[src/rtl/tilt_pkg.sv]
// shared types and constants for the tilt angle pipeline
`timescale 1ns / 1ps
package tilt_pkg;
  localparam int AXIS_W = 12;
  localparam int SQ_W = 24;
  localparam int ROOT_W = 20;
  localparam int CW = 24;
  localparam int ZW = 24;
  localparam int ATAN_LEN = 24;
  localparam int DEG_W = 8;

  typedef logic [ZW-1:0] atan_t;

  function automatic atan_t atan_deg_q16(input logic [4:0] i);
    case (i)
      5'd0: atan_deg_q16 = 24'd2949120;
      5'd1: atan_deg_q16 = 24'd1740967;
      5'd2: atan_deg_q16 = 24'd919879;
      5'd3: atan_deg_q16 = 24'd466945;
      5'd4: atan_deg_q16 = 24'd234379;
      5'd5: atan_deg_q16 = 24'd117304;
      5'd6: atan_deg_q16 = 24'd58666;
      5'd7: atan_deg_q16 = 24'd29335;
      5'd8: atan_deg_q16 = 24'd14668;
      5'd9: atan_deg_q16 = 24'd7334;
      5'd10: atan_deg_q16 = 24'd3667;
      5'd11: atan_deg_q16 = 24'd1833;
      5'd12: atan_deg_q16 = 24'd917;
      5'd13: atan_deg_q16 = 24'd458;
      5'd14: atan_deg_q16 = 24'd229;
      5'd15: atan_deg_q16 = 24'd115;
      5'd16: atan_deg_q16 = 24'd57;
      5'd17: atan_deg_q16 = 24'd29;
      5'd18: atan_deg_q16 = 24'd14;
      5'd19: atan_deg_q16 = 24'd7;
      5'd20: atan_deg_q16 = 24'd4;
      5'd21: atan_deg_q16 = 24'd2;
      5'd22: atan_deg_q16 = 24'd1;
      default: atan_deg_q16 = 24'd0;
    endcase
  endfunction

  typedef struct packed {
    logic [7:0] x_high_byte;
    logic [7:0] x_low_byte;
    logic [7:0] y_high_byte;
    logic [7:0] y_low_byte;
    logic [7:0] z_high_byte;
    logic [7:0] z_low_byte;
  } sample_t;

  typedef struct packed {
    logic signed [AXIS_W-1:0] x_accel;
    logic signed [AXIS_W-1:0] y_accel;
    logic signed [AXIS_W-1:0] z_accel;
    logic signed [DEG_W-1:0] roll_degrees;
    logic signed [DEG_W-1:0] pitch_degrees;
  } result_t;
endpackage

[src/rtl/tilt_cordic.sv]
// pipelined vectoring cordic giving the angle in degrees
`timescale 1ns / 1ps
module tilt_cordic #(
  parameter int STAGES = 16
) (
  input  logic clk,
  input  logic en,
  input  logic [tilt_pkg::ROOT_W-1:0] mag,
  input  logic signed [tilt_pkg::AXIS_W:0] num,
  input  logic zero_div,
  output logic signed [tilt_pkg::DEG_W-1:0] deg
);
  import tilt_pkg::*;
  localparam int N = (STAGES < ATAN_LEN) ? STAGES : ATAN_LEN;

  logic signed [CW-1:0] xs [N+1];
  logic signed [CW-1:0] ys [N+1];
  logic signed [ZW-1:0] zs [N+1];
  logic zd [N+1];
  logic signed [AXIS_W:0] ns [N+1];

  always_comb begin
    xs[0] = CW'($signed({1'b0, mag}));
    ys[0] = CW'($signed({num, 8'd0}));
    zs[0] = '0;
    zd[0] = zero_div;
    ns[0] = num;
  end

  for (genvar i = 0; i < N; i++) begin : g_stage
    logic signed [CW-1:0] dx;
    logic signed [CW-1:0] dy;
    logic signed [ZW-1:0] t;
    always_comb begin
      dx = xs[i] >>> i;
      dy = ys[i] >>> i;
      t = $signed(atan_deg_q16(5'(i)));
    end
    always_ff @(posedge clk) begin
      if (en) begin
        zd[i+1] <= zd[i];
        ns[i+1] <= ns[i];
        if (!ys[i][CW-1]) begin
          xs[i+1] <= xs[i] + dy;
          ys[i+1] <= ys[i] - dx;
          zs[i+1] <= zs[i] + t;
        end else begin
          xs[i+1] <= xs[i] - dy;
          ys[i+1] <= ys[i] + dx;
          zs[i+1] <= zs[i] - t;
        end
      end
    end
  end

  logic signed [ZW-1:0] zf;
  logic [ZW-1:0] zmag;
  logic [ZW-17:0] whole;
  always_comb begin
    zf = zs[N];
    zmag = zf[ZW-1] ? ZW'(-zf) : zf;
    whole = (zmag[ZW-1:16] > (ZW-16)'(90)) ? (ZW-16)'(90) : zmag[ZW-1:16];
    if (zd[N]) begin
      if (ns[N] == '0) deg = '0;
      else if (ns[N][AXIS_W]) deg = -8'sd90;
      else deg = 8'sd90;
    end else if (zf[ZW-1]) begin
      deg = DEG_W'(-$signed({1'b0, whole}));
    end else begin
      deg = DEG_W'(whole);
    end
  end
endmodule

[config.mk]
export PLATFORM = sky130hd
export DESIGN_NAME = tilt_cordic
export DESIGN_NICKNAME = d
export VERILOG_FILES = /design/src/rtl/tilt_pkg.sv /design/src/rtl/tilt_cordic.sv
export SDC_FILE = /design/constraint.sdc
export NUM_CORES = 2
export LEC_CHECK = 0
export BUFFER_PORTS_ARGS = -buffer_cell sky130_fd_sc_hd__buf_4
export CAP_MARGIN = 5
export CORE_AREA = 3 3 627 318
export CTS_CLUSTER_DIAMETER = 40
export DETAILED_ROUTE_END_ITERATION = 12
export DIE_AREA = 0 0 630 321
export SLEW_MARGIN = 20
export SYNTH_ARGS = -nofsm -noshare
export SYNTH_HDL_FRONTEND = slang
export SYNTH_SLANG_ARGS = --single-unit
[constraint.sdc]
create_clock -name clk -period 11.7 [get_ports clk]
set_input_delay 1.755 -clock clk [delete_from_list [all_inputs] [get_ports clk]]
set_output_delay 1.755 -clock clk [all_outputs]
set_load 0.005 [all_outputs]
==> impl_metrics.yaml <==
layout:
  fin_cells: 11300
  multi_input_area_um2: 49000
  final_area_um2: 95800
  layout.filler_cells: 17600
  num-nets-final: 9629
  area.sequential_um2: 36300
  post_route_cells_drive_above_1_share_pct: 5.03
  insertedDiodeCount: 0
  area_growth_syn_to_layout_pct: 9.88
logic_synthesis:
  yosys.area_share.adder_pct: 15.0
  ys_types: 99
  synth_top_family_by_area: "compound AO/OA/AOI/OAI gates"
  synthFlopType: "sky130_fd_sc_hd__edfxtp_1"
  postSynth.asyncResetShare_pct: 0
  synthCells: 8443
  synth_nets: 9500
  fraction_of_the_mapped_netlist_area_in_compound_gates_pct: 15.9
  share_of_synthesized_area_spent_on_multiplexers_pct: 0.650
  yosysWarnings: 0
  synth_enable_flop_cells: 1210
  synth.cell_area_um2: 87200
  synth_seq_area_share_pct: 41.7
  simple_gate_portion_of_the_synthesized_area_pct: 12.4
  yosys_register_bits: 1210
  synthXorXnorAreaFrac_pct: 12.1
  postSynthAreaPerCell_um2: 10.3
setup_path:
  worst_setup_path_start_kind: "flip-flop"
  cp.arrival_ns: 4.29
  crit_top_cell: "sky130_fd_sc_hd__and2_1"
  r2r.worst_path.cells: 16
  startpoint: "zf[14]"
  crit_chain: "nor4_1 -> and4_1 -> a22oi_1 -> o21ba_2 -> o211ai_1 -> and3_1 -> and2_1 -> ha_1 -> a21boi_0 -> and2_1 -> mux2i_1 -> nand2_1 -> a31o_2 -> buf_4"
  r2r_start: "g_stage[13].dx[3]"
  path_class: "flip-flop to primary output"
  cp_data_required_time_ns: 9.95
  worst-path-max-fanout: 9
  critical_path.max_stage_delay_ns: 0.40
  worst_path_max_delay_cell: "sky130_fd_sc_hd__and4_1"
  end_kind: "primary output"
clock_network:
  clk_latency_ns: 0.79
  cts-hold-fix-buffers: 0
  post-cts-setup-buffer-count: 0
  cts-root-buf: "sky130_fd_sc_hd__clkbuf_16"
  cts-htree-levels: 4
  cts_tree: "built"
  clock_sinks: 1210
  worst_setup_hold_path_clk_slew_ns: 0.06
  max-clock-path-buffers: 4
  numCtsBuffers: 156
  post_cts_resize_count: 0
sta:
  timing.final.max_slew_violations: 0
  slew-limit-headroom_pct: 28.2
  hold_slack_ns: 0.410
  final_min_period_over_clock_period_pct: 51.7
  grt_setup_unrepaired: "no"
  finalSetupTns_ns: 0
  finalCriticalPeriod_ns: 6.05
  worst_slew_pin_slew_ns: 1.07
  setup-violations-final: 0
  fin_worst_skew_ns: 0.0275
  timing.final.hold_violations: 0
  fmaxAchievable_mhz: 165
die:
  die-area_um2: 202000
  placeableCoreArea_um2: 193000
  floorplan.die.width_um: 630
  initial_utilization_pct: 45.1
  placementRows: 114
  die_height_um: 321
  ioPinCount: 44
route:
  totalWireLength_um: 175000
  dr.first_iter.drc_count: 2810
  mean_routed_wirelength_per_cell_um: 15.5
  drc_errors: 0
  vias: 59400
  drt_pass_1_iters: 5
  detail_route.vias_per_cell: 5.26
  route.antenna.remaining_nets: 0
place:
  placed_area_um2: 90600
  gp_congestion: 0.868
  port_buffers: 43
  detailed_place_hpwl_um: 134000
  place_inst: 11000
min_path:
  timing.hold.worst.start: "ns[38]"
  hp-class: "flip-flop to flip-flop"
  worstHoldPathCells: 0
status:
  outcome: "complete, no violations"
global_routing:
  grt.overflow.total: 0
  pin_count_of_the_biggest_net_entering_global_routing: 181
  grt_pass1_vias: 58200
  grt_usage_pct: 17.0
  antenna_found_initial: 1
  grt_first_pass_wirelength_um: 289000
flow_run:
  max_cap_viol_count: 0
[worst max-delay path: cells and delay by family, from the launching register on]
kind / cells / cell delay [ns]
simple gates: 6 / 1.53
compound gates: 5 / 1.04
flops: 1 / 0.37
fa+ha+maj: 1 / 0.24
mux: 1 / 0.20
buf+inv: 1 / 0.13
[cell type report]
type,count,share of cell area [%]
multi-input cells,6735,51.1
clock inverters,92,1.11
clock buffers,175,4.26
repair buffers,71,0.604
flip-flops and latches,1210,37.9
well taps,2610,3.41
inverters,398,1.56
[flip-flops by register name, indices dropped and copies added (netlist names)]
register	flops
ns	207
zf	23
zd	16
xs	91
g_stage.dy	230
g_stage.dx	229
zs	310
ys	104
[cells in the mapped netlist, types with 11 or more instances]
cell type / count / area, um^2
sky130_fd_sc_hd__edfxtp_1: 1210 / 36300
sky130_fd_sc_hd__ha_1: 982 / 12300
sky130_fd_sc_hd__nor2_1: 836 / 3140
sky130_fd_sc_hd__xnor2_1: 807 / 7070
sky130_fd_sc_hd__a21oi_1: 769 / 3850
sky130_fd_sc_hd__xor2_1: 401 / 3510
sky130_fd_sc_hd__nand2_1: 397 / 1490
sky130_fd_sc_hd__inv_1: 395 / 1480
sky130_fd_sc_hd__o21ai_0: 353 / 1770
sky130_fd_sc_hd__a21o_1: 285 / 2140
sky130_fd_sc_hd__nor3_1: 267 / 1340
sky130_fd_sc_hd__nand3_1: 151 / 756
sky130_fd_sc_hd__o21a_1: 132 / 991
sky130_fd_sc_hd__nand2b_1: 131 / 820
sky130_fd_sc_hd__nor2b_1: 115 / 719
sky130_fd_sc_hd__o21bai_1: 88 / 661
sky130_fd_sc_hd__a31oi_1: 85 / 532
sky130_fd_sc_hd__clkbuf_1: 81 / 304
sky130_fd_sc_hd__or3_1: 71 / 444
sky130_fd_sc_hd__nor4_1: 65 / 407
sky130_fd_sc_hd__and3_1: 64 / 400
sky130_fd_sc_hd__a211oi_1: 60 / 450
sky130_fd_sc_hd__o31ai_1: 46 / 345
sky130_fd_sc_hd__fa_1: 39 / 781
sky130_fd_sc_hd__and2_1: 35 / 219
sky130_fd_sc_hd__o41ai_1: 31 / 272
sky130_fd_sc_hd__mux2_2: 29 / 327
sky130_fd_sc_hd__o211ai_1: 29 / 218
sky130_fd_sc_hd__nand4_1: 28 / 175
sky130_fd_sc_hd__a21boi_0: 27 / 203
sky130_fd_sc_hd__or2_2: 26 / 163
sky130_fd_sc_hd__a31o_2: 25 / 219
sky130_fd_sc_hd__a211o_1: 24 / 210
sky130_fd_sc_hd__mux2i_1: 24 / 240
sky130_fd_sc_hd__or4_1: 23 / 173
sky130_fd_sc_hd__o2111ai_1: 18 / 158
sky130_fd_sc_hd__a41oi_1: 17 / 149
sky130_fd_sc_hd__buf_1: 16 / 60.1
sky130_fd_sc_hd__nor3b_1: 16 / 120
sky130_fd_sc_hd__o31a_1: 16 / 140
sky130_fd_sc_hd__a2111oi_0: 15 / 131
sky130_fd_sc_hd__a311oi_1: 15 / 131
sky130_fd_sc_hd__o21ai_1: 14 / 70.1
sky130_fd_sc_hd__nor4b_1: 12 / 105
sky130_fd_sc_hd__nand3b_1: 11 / 82.6
[per-stage QoR]
step / worst slack [ns] / util, %
finish: 5.65 / 49.5
global route: 5.31 / 49.5
CTS: 5.57 / 49.5
detailed placement: 6.45 / 46.9
global placement: 6.38 / 46.9
floorplan: 6.98 / -
[placed cells by master, fill, tap and decap left out, types with 22 or more instances in the layout]
| master | instances |
|---|---|
| sky130_fd_sc_hd__nand2b_1 | 131 |
| sky130_fd_sc_hd__a21oi_1 | 769 |
| sky130_fd_sc_hd__o31ai_1 | 46 |
| sky130_fd_sc_hd__ha_1 | 982 |
| sky130_fd_sc_hd__a31o_2 | 25 |
| sky130_fd_sc_hd__a211o_1 | 24 |
| sky130_fd_sc_hd__nand4_1 | 28 |
| sky130_fd_sc_hd__or3_1 | 71 |
| sky130_fd_sc_hd__nand2_1 | 397 |
| sky130_fd_sc_hd__xor2_1 | 401 |
| sky130_fd_sc_hd__nor2_1 | 836 |
| sky130_fd_sc_hd__fa_1 | 39 |
| sky130_fd_sc_hd__and2_1 | 35 |
| sky130_fd_sc_hd__mux2_2 | 29 |
| sky130_fd_sc_hd__and3_1 | 64 |
| sky130_fd_sc_hd__a31oi_1 | 85 |
| sky130_fd_sc_hd__o21ai_0 | 353 |
| sky130_fd_sc_hd__a21boi_0 | 27 |
| sky130_fd_sc_hd__mux2i_1 | 24 |
| sky130_fd_sc_hd__o21a_1 | 132 |
| sky130_fd_sc_hd__nor2b_1 | 115 |
| sky130_fd_sc_hd__edfxtp_1 | 1210 |
| sky130_fd_sc_hd__or4_1 | 23 |
| sky130_fd_sc_hd__nor3_1 | 267 |
| sky130_fd_sc_hd__a211oi_1 | 60 |
| sky130_fd_sc_hd__clkinv_1 | 22 |
| sky130_fd_sc_hd__nor4_1 | 64 |
| sky130_fd_sc_hd__o41ai_1 | 31 |
| sky130_fd_sc_hd__or2_2 | 26 |
| sky130_fd_sc_hd__a21o_1 | 285 |
| sky130_fd_sc_hd__nand3_1 | 151 |
| sky130_fd_sc_hd__o211ai_1 | 29 |
| sky130_fd_sc_hd__o21bai_1 | 88 |
| sky130_fd_sc_hd__xnor2_1 | 807 |
| sky130_fd_sc_hd__inv_1 | 395 |
| sky130_fd_sc_hd__clkbuf_16 | 161 |
| sky130_fd_sc_hd__buf_4 | 67 |
[path summary, 6_finish.rpt]
| check | end | slack [ns] |
|---|---|---|
| max reg2reg | g_stage[14].dy[9] | 7.08 |
| max | deg[6] | 5.65 |
| min reg2reg | ns[25] | 0.41 |
| min | ns[25] | 0.41 |
[cell families (layout without fill, tap and decap cells)]
| group | count (synthesis) | count (layout) |
|---|---|---|
| multiplexers | 53 | 53 |
| AND/OR/NAND/NOR | 2280 | 2280 |
| adder cells (fa/ha/maj) | 1021 | 1021 |
| buffers and inverters | 498 | 736 |
| AO/OA/AOI/OAI | 2172 | 2172 |
| other | 1 | 1 |
| flip-flops | 1210 | 1210 |
| XOR/XNOR | 1208 | 1208 |
[routing by layer]
layer / global-route usage, % / up-vias / routed length [um]
li1: - / 31400 / -
met1: 21.1 / 26900 / 78800
met2: 30.5 / 689 / 85100
met3: 2.48 / 334 / 5020
met4: 5.71 / 0 / 5740
met5: 0 / - / 0
Power is left out: the tool's default activity adds up to more than one toggle a clock period on the data nets, which glitch-free logic cannot reach.
