<file path="src/rtl/tilt_pkg.sv">
// shared types and constants for the tilt angle pipeline
`timescale 1ns / 1ps
package tilt_pkg;
  localparam int AXIS_W = 12;
  localparam int SQ_W = 24;
  localparam int ROOT_W = 20;
  localparam int CW = 24;
  localparam int ZW = 24;
  localparam int ATAN_LEN = 24;
  localparam int DEG_W = 8;

  typedef logic [ZW-1:0] atan_t;

  function automatic atan_t atan_deg_q16(input logic [4:0] i);
    case (i)
      5'd0: atan_deg_q16 = 24'd2949120;
      5'd1: atan_deg_q16 = 24'd1740967;
      5'd2: atan_deg_q16 = 24'd919879;
      5'd3: atan_deg_q16 = 24'd466945;
      5'd4: atan_deg_q16 = 24'd234379;
      5'd5: atan_deg_q16 = 24'd117304;
      5'd6: atan_deg_q16 = 24'd58666;
      5'd7: atan_deg_q16 = 24'd29335;
      5'd8: atan_deg_q16 = 24'd14668;
      5'd9: atan_deg_q16 = 24'd7334;
      5'd10: atan_deg_q16 = 24'd3667;
      5'd11: atan_deg_q16 = 24'd1833;
      5'd12: atan_deg_q16 = 24'd917;
      5'd13: atan_deg_q16 = 24'd458;
      5'd14: atan_deg_q16 = 24'd229;
      5'd15: atan_deg_q16 = 24'd115;
      5'd16: atan_deg_q16 = 24'd57;
      5'd17: atan_deg_q16 = 24'd29;
      5'd18: atan_deg_q16 = 24'd14;
      5'd19: atan_deg_q16 = 24'd7;
      5'd20: atan_deg_q16 = 24'd4;
      5'd21: atan_deg_q16 = 24'd2;
      5'd22: atan_deg_q16 = 24'd1;
      default: atan_deg_q16 = 24'd0;
    endcase
  endfunction

  typedef struct packed {
    logic [7:0] x_high_byte;
    logic [7:0] x_low_byte;
    logic [7:0] y_high_byte;
    logic [7:0] y_low_byte;
    logic [7:0] z_high_byte;
    logic [7:0] z_low_byte;
  } sample_t;

  typedef struct packed {
    logic signed [AXIS_W-1:0] x_accel;
    logic signed [AXIS_W-1:0] y_accel;
    logic signed [AXIS_W-1:0] z_accel;
    logic signed [DEG_W-1:0] roll_degrees;
    logic signed [DEG_W-1:0] pitch_degrees;
  } result_t;
endpackage

</file>
<file path="src/rtl/tilt_sqrt.sv">
// pipelined restoring square root, one result bit per stage
`timescale 1ns / 1ps
module tilt_sqrt (
  input  logic clk,
  input  logic en,
  input  logic [tilt_pkg::SQ_W-1:0] sq,
  output logic [tilt_pkg::ROOT_W-1:0] root
);
  import tilt_pkg::*;
  // radicand is sq << 16, 40 bits, root fits in 20 bits
  localparam int RW = 2 * ROOT_W;
  localparam int REMW = ROOT_W + 2;

  logic [RW-1:0] rad [ROOT_W+1];
  logic [REMW-1:0] rem [ROOT_W+1];
  logic [ROOT_W-1:0] res [ROOT_W+1];

  always_comb begin
    rad[0] = {sq, 16'd0};
    rem[0] = '0;
    res[0] = '0;
  end

  for (genvar s = 0; s < ROOT_W; s++) begin : g_step
    logic [REMW-1:0] trial;
    logic [REMW-1:0] cur;
    logic [REMW-1:0] sub;
    always_comb begin
      cur = {rem[s][REMW-3:0], rad[s][RW-1 -: 2]};
      sub = {res[s], 2'b01};
      trial = cur - sub;
    end
    always_ff @(posedge clk) begin
      if (en) begin
        rad[s+1] <= {rad[s][RW-3:0], 2'b00};
        if (cur >= sub) begin
          rem[s+1] <= trial;
          res[s+1] <= {res[s][ROOT_W-2:0], 1'b1};
        end else begin
          rem[s+1] <= cur;
          res[s+1] <= {res[s][ROOT_W-2:0], 1'b0};
        end
      end
    end
  end

  assign root = res[ROOT_W];
endmodule

</file>
<file path="config.mk">
export PLATFORM = sky130hd
export DESIGN_NAME = tilt_sqrt
export DESIGN_NICKNAME = d
export VERILOG_FILES = /design/src/rtl/tilt_pkg.sv /design/src/rtl/tilt_sqrt.sv
export SDC_FILE = /design/constraint.sdc
export NUM_CORES = 1
export LEC_CHECK = 0
export BUFFER_PORTS_ARGS = -buffer_cell sky130_fd_sc_hd__clkbuf_2
export CORE_MARGIN = 2
export CORE_UTILIZATION = 62
export CTS_CLUSTER_DIAMETER = 150
export DETAILED_ROUTE_END_ITERATION = 12
export GPL_TIMING_DRIVEN = 0
export PLACE_DENSITY = 0.79
export SLEW_MARGIN = 0
export SYNTH_ARGS = -nofsm -noshare
export SYNTH_HDL_FRONTEND = slang
export SYNTH_SLANG_ARGS = --single-unit
export TNS_END_PERCENT = 10
</file>
<file path="constraint.sdc">
create_clock -name clk -period 3.6 [get_ports clk]
set_input_delay 0.54 -clock clk [delete_from_list [all_inputs] [get_ports clk]]
set_output_delay 0.54 -clock clk [all_outputs]
set_load 0.03 [all_outputs]
</file>
==> flow_summary.ini, run 1 <==
[hold_path]
hp-class = in -> reg

[layout]
areaGrowthSynthToFinish_pct = 10.76
drive_gt1_share_pct = 8.836
n_antenna_cell = 0
stdcell_area_mm2 = 0.03889
multi_input_area_mm2 = 0.01342
num-fill-cells = 3988
regArea_mm2 = 0.02051
fin_util_pct = 69.24
fin_nets = 3290

[power]
power_frac_seq_pct = 47.2
power_frac_clock_pct = 32.4
irDropWorstVdd_mv = 0.5570
power_mw = 22.73
switching_share_pct = 27.45
power.internal_mw = 16.49
share_comb_of_total_power_pct = 20.4
p_switching_mw = 6.240
p_leak_nw = 15.25
powerDensity_mw_per_mm2 = 584.5

[logic_synthesis]
synth_cell_type_count = 86
synth.most_common_cell = edfxtp_1
syn_area_mm2 = 0.03511
async_flop_share_pct = 0
ys_seq_elements = 683
syn-instance-count = 2919
syn_area_per_cell_um2 = 12.03
dominantRegCellSynth = edfxtp_1
syn_nets = 3165
yosysSeqAreaShare_pct = 58.41
synth-edff-count = 683
yosys.area.top_type = edfxtp_1
ys_warn_count = 0
synth_top_area_share_pct = 58.41
synthTopCellsByCount = edfxtp_1 (683), inv_1 (282), ha_1 (213)
synth.top_cells.by_area = edfxtp_1 (58%), ha_1 (7.6%), inv_1 (3.0%)

[floorplan]
initial_utilization_pct = 62.51
fp-row-count = 87
core_area_mm2 = 0.05617
die-area_mm2 = 0.05855
io_pins = 46
die_y_um = 242.0
die_w_um = 242.0

[worst_setup_path]
crit_path_start_kind = flop
critPathKind = reg -> reg
cp_data_arrival_time_ns = 3.81
slowest_stage = clkbuf_1
crit_path_end_kind = flop
required_ns = 3.94
cp_slowest_stage_delay_ns = 0.52
crit_top_cell = inv_1
cp_max_fo = 10
crit_chain = inv_1 > ha_1 > inv_1 > fa_1 > nor2b_1 > o31a_1 > o211ai_1 > a21o_1 > a21oi_1 > clkbuf_1 > mux2_2

[sta]
setup_slack_ns = 0.1359
setup_viol = 0
rsz0062_at_grt = true
period_needed_ns = 3.464
whs_ns = 0.1087
maxSlewViolCount = 0
tightest_slew_ns = 0.9346
min_period_over_period_pct = 96.23
fmax_ghz = 0.2887
relSlewSlack_pct = 37.12
final_hold_viol_count = 0
finClkSkew_ns = 0.01624

[detailed_routing]
route.detailed.drc = 0
viasPerCell = 5.923
drt_iter0_drc = 1824
routedWlPerCell_um = 17.70
wirelength_um = 68270
antenna_left = 0
vias = 22850
dr.pass1.iters = 5

[clock_network]
hold_buffers = 0
cts_root_buf = clkbuf_16
clkSinkCount = 683
cts_buffers = 72
cts_buffer_depth = 3
clk_pin_slew_ns = 0.06
htreeDepth = 3
post_cts_buffers = 0
insertion_delay_ns = 0.60
cts-resized-gates = 6
cts_tree = done

[global_route]
grt_max_degree = 135
grt_overflow = 0
grt_usage_pct = 23.23
grt_pass1_wl_um = 111600
grt_pass1_vias = 22500
grt_antenna_before_repair = 0

[placed_design]
post-place-ws_ns = -0.2920
hpwl_um = 48830
place_congestion = 0.9060
dpl_cell_area_mm2 = 0.03646
port_buffers = 45

[job]
maxCapViolations = 0

[status]
status = completed
[worst max-delay path, delay by kind of cell (launching register included)]
family	cells	cell delay [ns]
buf+inv	3	0.66
fa+ha+maj	2	0.58
simple gates	1	0.19
compound gates	4	0.99
flops	1	0.40
mux	1	0.41
[cell families after synthesis]
group / count (synthesis) / share of synthesized area (%)
AO/OA/AOI/OAI: 644 / 11.50
XOR/XNOR: 207 / 5.164
adder cells (fa/ha/maj): 220 / 7.989
buffers and inverters: 328 / 3.546
flip-flops: 683 / 58.41
multiplexers: 77 / 2.423
other: 1 / 0.01068
AND/OR/NAND/NOR: 759 / 10.95
[worst paths after layout]
check,cells after the start,start,endpoint,slack [ns]
worst max-delay path,11,g_step[18].sub[2],g_step[19].cur[10],0.14
worst min-delay path,1,sq[20],g_step[1].cur[0],0.11
worst max register to register,11,g_step[18].sub[2],g_step[19].cur[10],0.14
worst min register to register,0,rad[589],rad[551],0.41
[cell usage in the layout (no fill, tap or decap), types with 58 or more instances in the layout]
master | netlist | routed
inv_1 | 282 | 282
a21oi_1 | 174 | 172
xor2_1 | 96 | 96
a21o_1 | 58 | 58
clkbuf_16 | 0 | 77
edfxtp_1 | 683 | 683
nor3_1 | 64 | 64
mux2_2 | 64 | 64
nor2_1 | 204 | 204
o21ai_0 | 177 | 176
nand2_1 | 172 | 172
xnor2_1 | 111 | 111
ha_1 | 213 | 213
[flip-flops by register name, indices dropped and copies added (netlist names)]
register and count:
root 20, rad 110, g_step.cur 363, g_step.sub 190
[per-stage QoR]
stage | cells | setup TNS, ns
after global routing | 3857 | -0.4898
after floorplan | 2919 | 0
after CTS | 3857 | 0
after detailed placement | 3726 | -4.773
after global placement | 3720 | -6027.92
final | 3857 | 0
[metal layers]
layer	up-vias	global-route usage [%]	wire length, µm	part of all wire, %
li1	11060	-	-	-
met1	11020	30.89	29760	44
met2	605	39.53	33520	49
met3	161	3.744	3250	4.8
met4	0	7.044	1741	2.6
met5	-	0	0	0
[area by class of cell]
class,instances,share of cell area [%]
Buffer,43,0.4762
Clock buffer,86,5.042
Clock inverter,45,1.023
Inverter,285,2.751
Multi-Input combinational cell,1908,34.51
Sequential cell,683,52.74
Tap cell,756,2.432
Timing Repair Buffer,51,1.026
[power groups by stage]
stage / sequential (mW) / clock [mW] / combinational, mW
after floorplan: 10.6 / 0 / 3.45
after global placement: 11.0 / 0 / 4.31
after detailed placement: 10.9 / 0 / 4.53
after CTS: 10.7 / 7.52 / 4.59
after global routing: 10.8 / 7.82 / 5.17
final: 10.7 / 7.37 / 4.64
Power figures use the tool's default switching activity.
==> run 2, diff against run 1 <==
CORE_UTILIZATION = 46   (was 62)
PLACE_DENSITY = default   (was 0.79)
==> flow_summary.ini, run 2 (same netlist as run 1, synthesis figures left out) <==
[placed_design]
dpl_cell_area_mm2 = 0.03671
post-place-ws_ns = -0.3845
port_buffers = 45
placedCellCount = 3947
hpwl_um = 49860
place_congestion = 0.8744

[layout]
areaGrowthSynthToFinish_pct = 11.68
stdcell_area_mm2 = 0.03921
final_common_cell = edfxtp_1
final_cell_mix = edfxtp_1 (683), inv_1 (282), ha_1 (213)
n_antenna_cell = 0
largest_register_ffs = 363
fin_cells = 4085
drive_gt1_share_pct = 8.948
fin_nets = 3293

[detailed_routing]
antenna_left = 0
route.detailed.drc = 0
viasPerCell = 5.479
drt_iter0_drc = 1561
wirelength_um = 68670
vias = 22380
dr.pass1.iters = 7
routedWlPerCell_um = 16.81

[sta]
maxSlewViolCount = 0
finClkSkew_ns = 0.01403
setup_viol = 0
whs_ns = 0.09794
min_period_over_period_pct = 98.10
rsz0062_at_grt = true
setup_slack_ns = 0.06854
period_needed_ns = 3.531
tightest_slew_ns = 0.9046
fmax_ghz = 0.2832
relSlewSlack_pct = 39.14
final_hold_viol_count = 0

[worst_setup_path]
crit_chain = inv_1 > ha_1 > inv_1 > fa_1 > nor2b_1 > o31a_1 > o211ai_1 > a21o_1 > a21oi_1 > clkbuf_1 > mux2_2
worst-path-buf-inv = 3
startpoint = g_step[18].sub[2]
slowest_stage = clkbuf_1
crit_path_end_kind = flop
reg2regPathDepth = 11
required_ns = 3.96
r2r_slack_ns = 0.07
timing.rr.start = g_step[18].sub[2]
cp_data_arrival_time_ns = 3.89
critPathKind = reg -> reg
cp.depth = 11
r2r_end = g_step[19].cur[14]
worst_path_dominant_cell_family = compound AO/OA/AOI/OAI gates
cp_slowest_stage_delay_ns = 0.51
crit_end = g_step[19].cur[14]
crit_path_start_kind = flop
cp_max_fo = 10
crit_top_cell = inv_1

[floorplan]
die_y_um = 280.3
die-area_mm2 = 0.07855
die_w_um = 280.3
fp-row-count = 101
io_pins = 46
core_area_mm2 = 0.07570
initial_utilization_pct = 46.38

[global_route]
grt_max_degree = 127
grt_pass1_vias = 22050
grt_overflow = 0
grt_antenna_before_repair = 1
grt_pass1_wl_um = 112400
grt_usage_pct = 17.54

[hold_path]
hp-class = in -> reg

[power]
powerDensity_mw_per_mm2 = 582.4
p_leak_nw = 15.23
irDropWorstVdd_mv = 0.3589
power_mw = 22.84

[clock_network]
cts_tree = done
insertion_delay_ns = 0.61
hold_buffers = 0
clkSinkCount = 683
cts_buffers = 76
cts_root_buf = clkbuf_16
cts_buffer_depth = 3
htreeDepth = 3
clk_pin_slew_ns = 0.06

[status]
status = completed

[job]
maxCapViolations = 0
[run 2: what timing repair did]
item                       CTS  global route
setup buffers                0             0
gates resized for setup      8            18
setup endpoints to repair   50            89
pin swaps                    0             0
[run 2: where the power goes]
group	switching (mW)	internal (mW)	total (mW)	leakage, nW
clock network	3.18	4.31	7.50	1.16
logic	2.59	2.02	4.61	7.62
registers	0.644	10.1	10.7	6.44
[run 2: worst min-delay path by stage]
stage,cells after the start,endpoint,start,slack (ns)
after floorplan,0,g_step[10].cur[0],rad[476],0.40
after global placement,0,rad[475],rad[513],0.40
after detailed placement,0,g_step[2].cur[0],rad[796],0.40
after CTS,1,rad[789],sq[11],0.06
after global routing,1,rad[792],sq[14],0.07
final,1,rad[778],sq[0],0.1
[run 2: metal layers]
layer / vias to the layer above / routed length, µm / GRT usage, %
met1: 10720 / 31490 / 23.53
met5: - / 0 / 0
met3: 127 / 2810 / 2.490
met4: 0 / 1788 / 5.869
li1: 11080 / - / -
met2: 459 / 32580 / 29.32
[run 2: per-stage QoR]
| step | util [%] | setup TNS, ns |
|---|---|---|
| 5_1_grt | 51.80 | -1.538 |
| 3_3_place_gp | 48.30 | -6219.39 |
| 3_5_place_dp | 48.49 | -6.174 |
| 4_1_cts | 51.72 | 0 |
| 2_1_floorplan | - | 0 |
| 6_report | 51.80 | 0 |
[run 2: layout make-up]
| class | instances | area, µm² |
|---|---|---|
| Fill cell | 6504 | 36480 |
| Sequential cell | 683 | 20510 |
| Multi-Input combinational cell | 1908 | 13440 |
| Clock buffer | 85 | 1957 |
| Tap cell | 978 | 1224 |
| Inverter | 285 | 1070 |
| Clock inverter | 53 | 456.7 |
| Timing Repair Buffer | 50 | 371.6 |
| Buffer | 43 | 183.9 |
==> run 3, diff against run 2 <==
CORE_MARGIN = 5   (was 2)
HOLD_SLACK_MARGIN = 0.12   (was default)
==> flow_summary.ini, run 3 (same netlist as run 1, synthesis figures left out) <==
[worst_setup_path]
critPathKind = reg -> reg
r2r_slack_ns = 0.02
timing.rr.start = g_step[18].sub[2]
crit_path_start_kind = flop
reg2regPathDepth = 11
cp_data_arrival_time_ns = 3.94
cp_max_fo = 10
r2r_end = g_step[19].cur[10]
required_ns = 3.96
crit_path_end_kind = flop

[power]
powerDensity_mw_per_mm2 = 579.3
irDropWorstVdd_mv = 0.4579
p_leak_nw = 15.35

[detailed_routing]
antenna_left = 0
routedWlPerCell_um = 17.01
dr.pass1.iters = 6
drt_iter0_drc = 1591
viasPerCell = 5.505
wirelength_um = 69870
vias = 22610
route.detailed.drc = 0

[floorplan]
core_area_mm2 = 0.07582
io_pins = 46
die_y_um = 286.3
fp-row-count = 101
die_w_um = 286.3
initial_utilization_pct = 46.31
die-area_mm2 = 0.08195

[sta]
min_period_over_period_pct = 99.51
finClkSkew_ns = 0.02080
maxSlewViolCount = 0
rsz0062_at_grt = true
fmax_ghz = 0.2792
period_needed_ns = 3.582
tightest_slew_ns = 0.9742
final_hold_viol_count = 0
setup_viol = 0
setup_slack_ns = 0.01775
relSlewSlack_pct = 34.46

[layout]
areaGrowthSynthToFinish_pct = 12.30
largest_register_ffs = 363
final_common_cell = edfxtp_1
final_cell_mix = edfxtp_1 (683), inv_1 (282), ha_1 (213)
regArea_mm2 = 0.02051
fin_cells = 4108
n_antenna_cell = 0
multi_input_area_mm2 = 0.01343
fin_nets = 3318
num-fill-cells = 6579
drive_gt1_share_pct = 8.850

[clock_network]
cts_buffer_depth = 3
cts_root_buf = clkbuf_16
cts_tree = done
clk_pin_slew_ns = 0.06
clkSinkCount = 683
insertion_delay_ns = 0.62
cts_buffers = 78
htreeDepth = 3

[global_route]
grt_pass1_wl_um = 115000
grt_overflow = 0
grt_max_degree = 129
grt_antenna_before_repair = 0
grt_usage_pct = 16.87
grt_pass1_vias = 22470

[placed_design]
port_buffers = 45
place_congestion = 0.8898
hpwl_um = 50340
placedCellCount = 3947
post-place-ws_ns = -0.3209

[hold_path]
min-delay-start = sq[23]
hp-class = in -> reg
min_path_cells = 2
worstHoldEndpoint = g_step[1].sub[2]

[job]
maxCapViolations = 0

[status]
status = completed
-- run 3: changes by cell type in the layout (fill, tap and decap cells not counted), moves of 2 or more --
cell / change
clkbuf_16: +2
clkbuf_1: +7
clkinvlp_4: -6
inv_16: -4
clkinv_1: -6
clkinv_4: +2
clkinv_8: +3
dlygate4sd3_1: +22
-- run 3: repair_timing --
item | 4_1_cts | 5_1_grt
pin swaps | 0 | 1
endpoints found under the setup margin | 57 | 91
hold buffers | 22 | 0
hold endpoints to repair | 22 | 0
gates resized for setup | 9 | 16
setup buffers | 0 | 1
-- run 3: worst max-delay path: stages, from the launching register on --
cell      delay [ns]
edfxtp_1        0.39
inv_1           0.07
ha_1            0.18
inv_1           0.06
fa_1            0.42
nor2b_1         0.19
o31a_1          0.21
o211ai_1        0.19
a21o_1          0.21
a21oi_1         0.49
clkbuf_1        0.51
mux2_2          0.42
-- run 3: layout make-up --
class | count | share of cell area, %
buffer | 43 | 0.4696
clock buffer | 95 | 5.166
clock inverter | 43 | 0.9647
inverter | 285 | 2.713
multi-input combinational | 1908 | 34.05
sequential | 683 | 52.02
tap | 978 | 3.103
timing repair buffer | 73 | 1.520
-- run 3: routing by layer --
metal	wire length [µm]	GRT usage, %	vias up
li1	-	-	11110
met1	32030	23.01	10910
met2	33080	28.09	465
met3	2625	2.311	135
met4	2140	5.624	0
met5	0	0	-
-- run 3: how the worst max path moves through the flow --
stage / end / from / slack, ns / depth (start not counted)
6_report: g_step[19].cur[10] / g_step[18].sub[2] / 0.02 / 11
5_1_grt: g_step[19].cur[10] / g_step[18].sub[2] / -0.12 / 11
4_1_cts: g_step[18].cur[5] / g_step[17].cur[9] / 0.003 / 9
3_5_place_dp: g_step[16].cur[16] / g_step[15].sub[2] / -0.32 / 12
3_3_place_gp: root[17] / en / -9.31 / 1
2_1_floorplan: g_step[16].cur[12] / g_step[15].sub[2] / 0.56 / 12
-- run 3: per-stage QoR --
step                      total power [mW]  hold WS (ns)  area, µm²   TNS, ns  util, %
final                                22.84        0.2142      39430         0    52.00
after global placement               15.48        0.4000      36560  -6247.95    48.22
after CTS                            23.08        0.1659      39380         0    51.94
after detailed placement             15.44        0.4045      36710    -32.35    48.41
after floorplan                      14.09        0.4003      35110         0        -
after global routing                 24.08        0.2071      39430    -1.144    52.00
-- run 3: power breakdown --
| group | internal (mW) | switching, mW | leakage [nW] |
|---|---|---|---|
| Clock | 4.33 | 3.15 | 1.18 |
| Combinational | 2.04 | 2.61 | 7.72 |
| Sequential | 10.1 | 0.638 | 6.44 |
| Total | 16.4 | 6.39 | 15.3 |
